## src/sv/tlfq_pkg.sv

```systemverilog
package tlfq_pkg;

	// APB register map: one 32-bit word for each quantum.
	localparam int ADDR_W = 3;
	localparam int DATA_W = 32;

	localparam logic REG_QUANTUM0 = 1'b0;
	localparam logic REG_QUANTUM1 = 1'b1;

	localparam logic [15:0] QUANTUM0_RESET = 16'd8;
	localparam logic [15:0] QUANTUM1_RESET = 16'd16;

	localparam logic CMD_ARRIVE   = 1'b0;
	localparam logic CMD_DISPATCH = 1'b1;

	typedef enum logic [1:0] {
		STAT_OK    = 2'd0,
		STAT_DROP0 = 2'd1,
		STAT_DROP1 = 2'd2,
		STAT_IDLE  = 2'd3
	} status_t;

	typedef struct packed {
		logic [7:0]  id;
		logic [15:0] rem;
	} entry_t;

	typedef enum logic {
		S_IDLE,
		S_EXEC
	} ctrl_state_t;

	typedef struct packed {
		logic start;
		logic commit;
	} ctrl_cmd_t;

	typedef struct packed {
		logic out_free;
	} dp_status_t;

endpackage

```

## src/sv/tlfq_ctrl.sv

```systemverilog
module tlfq_ctrl (
	input  logic                 clk,
	input  logic                 arst_n,
	input  logic                 in_valid,
	output logic                 in_ready,
	input  tlfq_pkg::dp_status_t dp_status,
	output tlfq_pkg::ctrl_cmd_t  dp_cmd
);
	import tlfq_pkg::*;

	ctrl_state_t state_q;
	ctrl_state_t state_next;

	always_ff @(posedge clk or negedge arst_n) begin
		if (!arst_n) begin
			state_q <= S_IDLE;
		end else begin
			state_q <= state_next;
		end
	end

	always_comb begin
		state_next = state_q;
		unique case (state_q)
			S_IDLE: begin
				if (in_valid) begin
					state_next = S_EXEC;
				end
			end
			S_EXEC: begin
				// The commit waits until the output register can take the word.
				if (dp_status.out_free) begin
					state_next = S_IDLE;
				end
			end
			default: state_next = S_IDLE;
		endcase
	end

	always_comb begin
		in_ready      = 1'b0;
		dp_cmd.start  = 1'b0;
		dp_cmd.commit = 1'b0;
		unique case (state_q)
			S_IDLE: begin
				in_ready     = 1'b1;
				dp_cmd.start = in_valid;
			end
			S_EXEC: begin
				dp_cmd.commit = dp_status.out_free;
			end
			default: begin
				in_ready = 1'b0;
			end
		endcase
	end

endmodule

```

## src/sv/tlfq_dp.sv

```systemverilog
module tlfq_dp #(
	parameter int QUEUE_DEPTH = 16
) (
	input  logic                 clk,
	input  logic                 arst_n,
	input  tlfq_pkg::ctrl_cmd_t  dp_cmd,
	output tlfq_pkg::dp_status_t dp_status,
	input  logic [15:0]          quantum_level0,
	input  logic [15:0]          quantum_level1,
	input  logic                 command,
	input  logic [7:0]           job_id,
	input  logic [15:0]          burst_length,
	output logic                 out_valid,
	input  logic                 out_ready,
	output logic [1:0]           status,
	output logic [7:0]           served_id,
	output logic                 served_level,
	output logic [15:0]          slice_length,
	output logic                 job_finished,
	output logic [31:0]          end_time
);
	import tlfq_pkg::*;

	localparam int PW = $clog2(QUEUE_DEPTH);
	localparam int CW = $clog2(QUEUE_DEPTH + 1);
	localparam int SW = CW + 1;
	localparam logic [CW-1:0] FULL_CNT  = CW'(QUEUE_DEPTH);
	localparam logic [SW-1:0] DEPTH_SUM = SW'(QUEUE_DEPTH);
	localparam logic [PW-1:0] LAST_IDX  = PW'(QUEUE_DEPTH - 1);

	entry_t mem0 [QUEUE_DEPTH];
	entry_t mem1 [QUEUE_DEPTH];

	logic [PW-1:0] head0_q, head1_q;
	logic [CW-1:0] cnt0_q, cnt1_q;
	logic [31:0]   elapsed_q;

	logic          cmd_q;
	logic [7:0]    id_q;
	logic [15:0]   burst_q;
	entry_t        rd0_q, rd1_q;

	logic          out_valid_q;
	status_t       status_q;
	logic [7:0]    served_id_q;
	logic          served_level_q;
	logic [15:0]   slice_q;
	logic          finished_q;
	logic [31:0]   end_time_q;

	logic [SW-1:0] sum0, sum1;
	logic [PW-1:0] tail0, tail1;
	logic [PW-1:0] head0_inc, head1_inc;

	logic          has0, has1, run;
	logic          sel_lvl;
	entry_t        sel_e;
	logic [15:0]   sel_q;
	logic          fin;
	logic [15:0]   slice;
	logic [15:0]   rem_left;

	logic          wr0, wr1;
	entry_t        wr0_data, wr1_data;
	logic [PW-1:0] head0_d, head1_d;
	logic [CW-1:0] cnt0_d, cnt1_d;
	status_t       stat_d;

	// Tail index is head plus count, folded back into the ring.
	assign sum0  = SW'(head0_q) + SW'(cnt0_q);
	assign sum1  = SW'(head1_q) + SW'(cnt1_q);
	assign tail0 = (sum0 >= DEPTH_SUM) ? PW'(sum0 - DEPTH_SUM) : PW'(sum0);
	assign tail1 = (sum1 >= DEPTH_SUM) ? PW'(sum1 - DEPTH_SUM) : PW'(sum1);

	assign head0_inc = (head0_q == LAST_IDX) ? '0 : head0_q + 1'b1;
	assign head1_inc = (head1_q == LAST_IDX) ? '0 : head1_q + 1'b1;

	assign has0    = (cnt0_q != '0);
	assign has1    = (cnt1_q != '0);
	assign sel_lvl = !has0;
	assign sel_e   = has0 ? rd0_q : rd1_q;
	assign sel_q   = has0 ? quantum_level0 : quantum_level1;
	assign run     = (cmd_q == CMD_DISPATCH) && (has0 || has1);
	assign fin     = (sel_e.rem <= sel_q);
	assign slice   = fin ? sel_e.rem : sel_q;
	assign rem_left = sel_e.rem - sel_q;

	always_comb begin
		wr0      = 1'b0;
		wr1      = 1'b0;
		wr0_data = '{id: id_q, rem: burst_q};
		wr1_data = '{id: sel_e.id, rem: rem_left};
		head0_d  = head0_q;
		head1_d  = head1_q;
		cnt0_d   = cnt0_q;
		cnt1_d   = cnt1_q;
		stat_d   = STAT_OK;
		if (cmd_q == CMD_ARRIVE) begin
			if (cnt0_q == FULL_CNT) begin
				stat_d = STAT_DROP0;
			end else begin
				wr0    = 1'b1;
				cnt0_d = cnt0_q + 1'b1;
			end
		end else if (has0) begin
			head0_d = head0_inc;
			cnt0_d  = cnt0_q - 1'b1;
			if (!fin) begin
				if (cnt1_q == FULL_CNT) begin
					stat_d = STAT_DROP1;
				end else begin
					wr1    = 1'b1;
					cnt1_d = cnt1_q + 1'b1;
				end
			end
		end else if (has1) begin
			// A level-1 job is popped before it is pushed back, so the old
			// head-plus-count slot is the new tail and the count holds.
			head1_d = head1_inc;
			if (fin) begin
				cnt1_d = cnt1_q - 1'b1;
			end else begin
				wr1 = 1'b1;
			end
		end else begin
			stat_d = STAT_IDLE;
		end
	end

	always_ff @(posedge clk) begin
		if (dp_cmd.start) begin
			cmd_q   <= command;
			id_q    <= job_id;
			burst_q <= burst_length;
			rd0_q   <= mem0[head0_q];
			rd1_q   <= mem1[head1_q];
		end
	end

	always_ff @(posedge clk) begin
		if (dp_cmd.commit && wr0) begin
			mem0[tail0] <= wr0_data;
		end
		if (dp_cmd.commit && wr1) begin
			mem1[tail1] <= wr1_data;
		end
	end

	always_ff @(posedge clk or negedge arst_n) begin
		if (!arst_n) begin
			head0_q   <= '0;
			head1_q   <= '0;
			cnt0_q    <= '0;
			cnt1_q    <= '0;
			elapsed_q <= '0;
		end else if (dp_cmd.commit) begin
			head0_q <= head0_d;
			head1_q <= head1_d;
			cnt0_q  <= cnt0_d;
			cnt1_q  <= cnt1_d;
			if (run) begin
				elapsed_q <= elapsed_q + 32'(slice);
			end
		end
	end

	always_ff @(posedge clk or negedge arst_n) begin
		if (!arst_n) begin
			out_valid_q <= 1'b0;
		end else if (dp_cmd.commit) begin
			out_valid_q <= 1'b1;
		end else if (out_ready) begin
			out_valid_q <= 1'b0;
		end
	end

	always_ff @(posedge clk) begin
		if (dp_cmd.commit) begin
			status_q       <= stat_d;
			served_id_q    <= run ? sel_e.id : 8'd0;
			served_level_q <= run ? sel_lvl : 1'b0;
			slice_q        <= run ? slice : 16'd0;
			finished_q     <= run && fin;
			end_time_q     <= run ? elapsed_q + 32'(slice) : elapsed_q;
		end
	end

	assign dp_status.out_free = !out_valid_q || out_ready;

	assign out_valid    = out_valid_q;
	assign status       = status_q;
	assign served_id    = served_id_q;
	assign served_level = served_level_q;
	assign slice_length = slice_q;
	assign job_finished = finished_q;
	assign end_time     = end_time_q;

endmodule

```

## src/sv/two_level_feedback_queue_scheduler.sv

```systemverilog
// An accepted input word is registered together with the read of the queue memories;
// the commit then updates the memories and registers the result word. No new input
// word is taken until that commit, and a result word that waits on out_ready holds
// back the commit, and with it the next input word.
// Reset clears the queue pointers and counts, elapsed time and the handshake state,
// and loads the quanta with 8 and 16; the queue memories are not cleared.
module two_level_feedback_queue_scheduler #(
	parameter int QUEUE_DEPTH = 16
) (
	input  logic                          clk,
	input  logic                          arst_n,
	input  logic                          psel,
	input  logic                          penable,
	input  logic                          pwrite,
	input  logic [tlfq_pkg::ADDR_W-1:0]   paddr,
	input  logic [tlfq_pkg::DATA_W-1:0]   pwdata,
	output logic [tlfq_pkg::DATA_W-1:0]   prdata,
	output logic                          pready,
	input  logic                          in_valid,
	output logic                          in_ready,
	input  logic                          command,
	input  logic [7:0]                    job_id,
	input  logic [15:0]                   burst_length,
	output logic                          out_valid,
	input  logic                          out_ready,
	output logic [1:0]                    status,
	output logic [7:0]                    served_id,
	output logic                          served_level,
	output logic [15:0]                   slice_length,
	output logic                          job_finished,
	output logic [31:0]                   end_time
);
	import tlfq_pkg::*;

	logic [15:0] quantum0_q;
	logic [15:0] quantum1_q;
	logic        reg_sel;
	logic        wr_en;
	ctrl_cmd_t   dp_cmd;
	dp_status_t  dp_status;

	assign pready  = 1'b1;
	assign reg_sel = paddr[2];
	assign wr_en   = psel && penable && pwrite && pready;

	always_ff @(posedge clk or negedge arst_n) begin
		if (!arst_n) begin
			quantum0_q <= QUANTUM0_RESET;
			quantum1_q <= QUANTUM1_RESET;
		end else if (wr_en) begin
			unique case (reg_sel)
				REG_QUANTUM0: quantum0_q <= pwdata[15:0];
				REG_QUANTUM1: quantum1_q <= pwdata[15:0];
				default:      quantum0_q <= quantum0_q;
			endcase
		end
	end

	always_comb begin
		unique case (reg_sel)
			REG_QUANTUM0: prdata = DATA_W'(quantum0_q);
			REG_QUANTUM1: prdata = DATA_W'(quantum1_q);
			default:      prdata = '0;
		endcase
	end

	tlfq_ctrl u_ctrl (
		.clk       (clk),
		.arst_n    (arst_n),
		.in_valid  (in_valid),
		.in_ready  (in_ready),
		.dp_status (dp_status),
		.dp_cmd    (dp_cmd)
	);

	tlfq_dp #(
		.QUEUE_DEPTH (QUEUE_DEPTH)
	) u_dp (
		.clk            (clk),
		.arst_n         (arst_n),
		.dp_cmd         (dp_cmd),
		.dp_status      (dp_status),
		.quantum_level0 (quantum0_q),
		.quantum_level1 (quantum1_q),
		.command        (command),
		.job_id         (job_id),
		.burst_length   (burst_length),
		.out_valid      (out_valid),
		.out_ready      (out_ready),
		.status         (status),
		.served_id      (served_id),
		.served_level   (served_level),
		.slice_length   (slice_length),
		.job_finished   (job_finished),
		.end_time       (end_time)
	);

endmodule

```

## config.mk

```make
export PLATFORM = sky130hd
export DESIGN_NAME = two_level_feedback_queue_scheduler
export DESIGN_NICKNAME = d
export VERILOG_FILES = /design/src/sv/tlfq_pkg.sv /design/src/sv/tlfq_ctrl.sv /design/src/sv/tlfq_dp.sv /design/src/sv/two_level_feedback_queue_scheduler.sv
export SDC_FILE = /design/constraint.sdc
export NUM_CORES = 1
export LEC_CHECK = 0
export BUFFER_PORTS_ARGS = -buffer_cell sky130_fd_sc_hd__buf_4
export CORE_ASPECT_RATIO = 1.2
export CORE_UTILIZATION = 25
export CTS_CLUSTER_DIAMETER = 60
export CTS_CLUSTER_SIZE = 25
export DETAILED_ROUTE_END_ITERATION = 6
export PLACE_DENSITY = 0.41
export SLEW_MARGIN = 20
export SYNTH_ARGS = -nofsm -noshare
export SYNTH_HDL_FRONTEND = slang
export SYNTH_HIERARCHICAL = 1
export SYNTH_SLANG_ARGS = --single-unit
export TNS_END_PERCENT = 30
```

## constraint.sdc

```tcl
create_clock -name clk -period 11.35 [get_ports clk]
set_input_delay 0.5675 -clock clk [delete_from_list [all_inputs] [get_ports clk]]
set_output_delay 0.5675 -clock clk [all_outputs]
set_load 0.005 [all_outputs]
```

==> impl_metrics.tcl, run 1 <==
set metrics [dict create \
    maxCapViolations 0 \
    critical_path.slowest_cell "or4_1" \
    path_max_fanout 45 \
    fin_cells 4708 \
    layout.cell_area.non_filler_sq_mm 0.0479 \
    clock-skew-final_ns 0.0362 \
    ys_seq_elements 985 \
    clk_latency_ns 0.70 \
    power.leakage_nw 15.6 \
    num-fill-cells 16000 \
    holdWs_ns 0.0611 \
    postRouteAntennaNets 0 \
    post-route-drc-count 0 \
    cts_setup_buffers 0 \
    multiInputGateArea_sq_mm 0.0113 \
    fmax_mhz 132 \
    clk_pin_slew_ns 0.08 \
    drt_iter0_drc 1643 \
    slew_violations 0 \
    grt_pass1_vias 22600 \
    ys.flop_type "edfxtp_1" \
    coreArea_sq_mm 0.163 \
    ys_seq_area_frac 0.710 \
    gp_congestion 0.789 \
    layout.area.seq_sq_mm 0.0292 \
    chipWidth_um 372 \
    synth_edf_count 901 \
    period_minus_slack_ns 7.56 \
    crit_top_cell "o21ai_0" \
    yosysWarnings 6 \
    htreeDepth 3 \
    crit_arrival_ns 7.95 \
    dp_hpwl_mm 66.6 \
    synth.most_common_cell "edfxtp_1" \
    synth_cell_type_count 75 \
    worstPathRequired_ns 11.74 \
    numCtsBuffers 81 \
    drt-total-wl_mm 112 \
    synth.area.top_cells "edfxtp_1 (66%), mux4_2 (9.2%), dfrtp_1 (5.0%), mux2i_1 (2.3%), mux2_2 (1.9%)" \
    num_io_pins 162 \
    antenna_found_initial 2 \
    peakVddDrop_mv 0.153 \
    startpoint_type "flop" \
    criticalPathCategory "reg -> reg" \
    worstHoldStart "job_id[7]" \
    setup_viol 0 \
    grt_usage 0.135 \
    hp-class "in -> reg" \
    drive_gt1_frac 0.259 \
    status "complete, no violations" \
    synth_top_area_cell "edfxtp_1" \
    p_total_w 0.0136 \
    die_area_sq_mm 0.166 \
    crit_chain "nor4_4 -> nand2_2 -> buf_4 -> inv_2 -> buf_4 -> mux2i_1 -> ha_1 -> nand4_4 -> or4_1 -> a21oi_1 -> a21oi_1 -> ha_1 -> a211oi_1 -> o21ai_0 -> a211oi_1 -> o21ai_0 -> xnor2_1 -> o21ai_0" \
    grt_max_degree 66 \
    grt_first_pass_wirelength_mm 162 \
    yosys.area.top_type_share 0.659 \
    synth_commonest_cells "edfxtp_1 (901), nand2_1 (172), mux4_2 (168), a21oi_1 (101), mux2i_1 (95)" \
    clock-sinks 985 \
    slew_headroom 0.302 \
    overflow 0 \
    nNetsFinal 2628 \
    num_rows 162 \
    power_density_mw_per_mm2 284 \
    startpoint "u_dp/cnt0_q[1]$_DFFE_PN0P_" \
    async_reset_ff_frac 0.0853 \
    via_per_inst 4.58 \
    tightest_slew_ns 1.05 \
    cts_tree "done" \
    wire_per_inst_um 23.8 \
    dpl_cell_area_sq_mm 0.0447 \
    rsz0062_at_grt "false" \
    finalCritPeriodShare 0.666 \
    start_util 0.252 \
    root_buffer "clkbuf_16" \
    hold_viol_final 0 \
    crit_path_end_kind "flop" \
    routed-via-count 21600 \
    placed_cells 4539 \
    dr.pass1.iters 5 \
    r2r-start "u_dp/cnt0_q[1]$_DFFE_PN0P_" \
    syn_inst 2341 \
    io_buffers 126 \
    setup_tns_ns 0 \
    die_y_um 446 \
    synthesis.area_sq_mm 0.0411 \
    syn_to_final_growth_pct 16.6 \
    syn_area_per_cell_sq_um 17.5 \
    clk_path_buf_depth 3 \
    slowest_delay_ns 1.02 \
]
==> registers in the layout (all words and copies together) (netlist names) <==
register and count:
u_dp/mem1 384, u_dp/elapsed_q 32, quantum1_q 16, u_dp/head1_q 4, u_dp/rd1_q 24, u_dp/id_q 8
u_dp/served_level 1, u_ctrl/state_q 1, u_dp/cmd_q 1, u_dp/cnt1_q 5, quantum0_q 16, u_dp/served_id 8
u_dp/status 2, u_dp/cnt0_q 5, u_dp/job_finished 1, u_dp/rd0_q 24, u_dp/out_valid 1, u_dp/head0_q 4
u_dp/slice_length 16, u_dp/mem0 384, u_dp/burst_q 16, u_dp/end_time 32
==> cells by family after synthesis <==
family	count (synthesis)	share of synthesized area
fa+ha+maj	53	0.0172
mux	341	0.138
simple gates	371	0.0442
buf+inv	167	0.0198
xor+xnor	70	0.0149
compound gates	352	0.0562
flops	985	0.710
other cells	2	0.000183
==> cell usage in the layout (no fill, tap or decap), drive strengths merged, types with 31 or more instances in the layout <==
cell,count
edfxtp,901
buf,188
nand2,173
mux4,168
a21oi,103
mux2i,95
o21ai,94
clkbuf,84
dfrtp,82
mux2,78
nor2,66
xnor2,60
inv,55
ha,47
clkinv,32
a221oi,31
==> critical path, delay by kind of cell (launching register included) <==
kind	cells	cell delay (ns)
flops	1	0.49
compound gates	7	2.22
fa+ha+maj	2	0.68
mux	1	0.54
simple gates	4	1.76
xor+xnor	1	0.22
buf+inv	3	1.33
==> repair_timing <==
item | 4_1_cts | 5_1_grt
endpoints found under the hold margin | 55 | 0
resized for setup | 0 | 0
hold buffers | 17 | 0
==> per-stage QoR <==
step,utilization,setup slack [ns]
after floorplan,-,5.90
after global placement,0.274,3.86
after detailed placement,0.274,3.69
after CTS,0.294,3.65
after global routing,0.294,3.23
final,0.294,3.79
==> routing by layer <==
metal,vias to the layer above,track usage,wire length (um)
met5,-,0,0
met4,0,0.0343,1930
met3,105,0.0167,3360
met2,340,0.242,58900
met1,11500,0.170,47800
li1,9663,-,-
==> layout make-up <==
| cell class | count | share of cell area |
|---|---|---|
| Antenna cell | 1 | 0.0000522 |
| Clock buffer | 83 | 0.0433 |
| Clock inverter | 67 | 0.0199 |
| Inverter | 30 | 0.00235 |
| Multi-Input combinational cell | 1204 | 0.237 |
| Sequential cell | 985 | 0.609 |
| Tap cell | 2132 | 0.0557 |
| Timing Repair Buffer | 206 | 0.0332 |
==> where the power goes <==
| group | internal (W) | total [W] | switching, W |
|---|---|---|---|
| Sequential | 0.00524 | 0.00562 | 0.000379 |
| Combinational | 0.00184 | 0.00485 | 0.00301 |
| Clock | 0.00159 | 0.00315 | 0.00156 |
==> path summary, 6_finish.rpt <==
path | endpoint | slack, ns | depth (start not counted)
max in group asynchronous | u_dp/head0_q[1]$_DFFE_PN0P_ | 9.79 | 3
min in group asynchronous | u_dp/elapsed_q[23]$_DFFE_PN0P_ | 0.43 | 2
worst min-delay path | u_dp/id_q[7]$_DFFE_PP_ | 0.06 | 1
worst max-delay path | u_dp/end_time[13]$_DFFE_PP_ | 3.79 | 18
worst min register to register | u_dp/elapsed_q[26]$_DFFE_PN0P_ | 0.51 | 1
worst max register to register | u_dp/end_time[13]$_DFFE_PP_ | 3.79 | 18
Note: power is estimated with default switching activity, not from simulation.
==> run 2: changes to the inputs <==
==> constraint.sdc (replaced) <==
create_clock -name clk -period 7.1 [get_ports clk]
set_input_delay 0.355 -clock clk [delete_from_list [all_inputs] [get_ports clk]]
set_output_delay 0.355 -clock clk [all_outputs]
set_load 0.005 [all_outputs]
==> impl_metrics.tcl, run 2 (synthesis gave the netlist of run 1 again) <==
set metrics [dict create \
    grt_first_pass_wirelength_mm 162 \
    clock-sinks 985 \
    syn_to_final_growth_pct 17.0 \
    peakVddDrop_mv 0.195 \
    slew_violations 0 \
    power.leakage_nw 15.7 \
    drt_iter0_drc 1648 \
    die_y_um 446 \
    path_delay_family "compound AO/OA/AOI/OAI gates" \
    gp_congestion 0.818 \
    postRouteAntennaNets 0 \
    tightest_slew_ns 1.04 \
    final_cell_mix "edfxtp_1 (901), buf_4 (192), nand2_1 (172), mux4_2 (168), a21oi_1 (101)" \
    fmax_mhz 153 \
    maxCapViolations 0 \
    nNetsFinal 2663 \
    die_area_sq_mm 0.166 \
    grt_usage 0.136 \
    crit_path_end_kind "flop" \
    wire_per_inst_um 23.7 \
    cts_tree "done" \
    status "complete, no violations" \
    numCtsBuffers 77 \
    drt-total-wl_mm 112 \
    cts_hold_buffers 44 \
    post-route-drc-count 0 \
    start_util 0.252 \
    hp-class "in -> async" \
    multiInputGateArea_sq_mm 0.0113 \
    dp_hpwl_mm 67.3 \
    reg_top3 "u_dp/mem0 (384), u_dp/mem1 (384)" \
    chipWidth_um 372 \
    layout.area.seq_sq_mm 0.0292 \
    drive_gt1_frac 0.255 \
    ctsResizeCount 0 \
    grt_max_degree 66 \
    dr.pass1.iters 5 \
    clock-skew-final_ns 0.0398 \
    num-fill-cells 16000 \
    hold_viol_final 0 \
    grt_pass1_vias 22800 \
    highest_layer "met4" \
    finalCritPeriodShare 0.918 \
    wl_met1_mm 46.5 \
    worstPathRequired_ns 7.51 \
    clk_latency_ns 0.70 \
    routed-via-count 21600 \
    worst-path-buf-inv 5 \
    via_per_inst 4.56 \
    clk_pin_slew_ns 0.08 \
    htreeDepth 3 \
    setup_tns_ns 0 \
    clk_path_buf_depth 3 \
    slew_headroom 0.308 \
    slowest_delay_ns 0.66 \
    antenna_found_initial 1 \
    path_max_fanout 28 \
    fin_cells 4738 \
    cts_setup_buffers 0 \
    dr_wl_met2_mm 60.5 \
    io_buffers 126 \
    num_io_pins 162 \
    num_rows 162 \
    overflow 0 \
    setup_viol 0 \
    period_minus_slack_ns 6.52 \
    final_common_cell "edfxtp_1" \
    critical_path.slowest_cell "a21oi_2" \
    crit_arrival_ns 6.93 \
    dr_wl_met3_mm 3.06 \
    startpoint_type "flop" \
    root_buffer "clkbuf_16" \
    coreArea_sq_mm 0.163 \
    rsz0062_at_grt "false" \
    power_density_mw_per_mm2 448 \
    criticalPathCategory "reg -> reg" \
    placed_cells 4552 \
]
## run 2: changes by cell type in the layout (fill, tap and decap cells not counted), sizes merged
| cell | delta |
|---|---|
| bufinv | -3 |
| buf | +13 |
| clkinvlp | -3 |
| clkinv | -9 |
| dlygate4sd3 | +27 |
| inv | +5 |
## run 2: through the flow
step / setup slack, ns / hold slack, ns / total power [W] / utilization / area [sq um]
4_1_cts: 0.561 / 0.0888 / 0.0219 / 0.295 / 48000
2_1_floorplan: 1.65 / 0.0594 / 0.0140 / - / 41100
3_3_place_gp: 0.735 / 0.274 / 0.0169 / 0.275 / 44800
3_5_place_dp: 0.606 / 0.280 / 0.0172 / 0.276 / 44900
6_report: 0.580 / 0.128 / 0.0215 / 0.295 / 48100
5_1_grt: 0.163 / 0.120 / 0.0228 / 0.295 / 48100
## run 2: path summary, 6_finish.rpt
kind | cells after the start | startpoint | endpoint | slack [ns]
min in group clk | 3 | pwrite | quantum1_q[1]$_DFFE_PN0P_ | 0.33
max reg2reg | 25 | u_dp/cnt0_q[1]$_DFFE_PN0P_ | u_dp/end_time[18]$_DFFE_PP_ | 0.58
max | 25 | u_dp/cnt0_q[1]$_DFFE_PN0P_ | u_dp/end_time[18]$_DFFE_PP_ | 0.58
min reg2reg | 1 | u_dp/elapsed_q[31]$_DFFE_PN0P_ | u_dp/elapsed_q[31]$_DFFE_PN0P_ | 0.51
min | 2 | arst_n | u_dp/elapsed_q[18]$_DFFE_PN0P_ | 0.13
max in group asynchronous | 3 | arst_n | u_dp/head0_q[0]$_DFFE_PN0P_ | 5.62
## run 2: where the power goes
| group | switching (W) | internal, W |
|---|---|---|
| combinational | 0.00479 | 0.00302 |
| clock | 0.00236 | 0.00231 |
| sequential | 0.000679 | 0.00838 |
| total | 0.00784 | 0.0137 |
## run 2: worst register-to-register path, stage by stage (launching register included)
cell and delay [ns]:
dfrtp_1 0.48, nor4_4 0.48, nand2_2 0.15, inv_2 0.30, buf_12 0.28, buf_4 0.24
nand2_1 0.07, nand2_1 0.13, ha_1 0.23, fa_1 0.25, nand2b_1 0.18, a21oi_2 0.10
o22ai_4 0.27, o31a_1 0.21, buf_4 0.20, nor3_1 0.09, a21oi_1 0.19, ha_1 0.26
inv_1 0.08, fa_1 0.44, nor2b_1 0.17, o31a_1 0.22, o211ai_1 0.18, a21oi_2 0.66
o2111ai_1 0.22, xnor2_1 0.16
## run 2: layout make-up
type	instances	share of cell area
multi-input combinational	1204	0.236
antenna	1	0.0000521
clock inverter	57	0.0148
sequential	985	0.607
tap	2132	0.0555
clock buffer	84	0.0417
inverter	30	0.00234
timing repair buffer	245	0.0427
## run 2: layer usage
metal	global-route usage	vias to the layer above
li1	-	9712
met1	0.165	11400
met2	0.250	344
met3	0.0151	108
met4	0.0368	0
met5	0	-
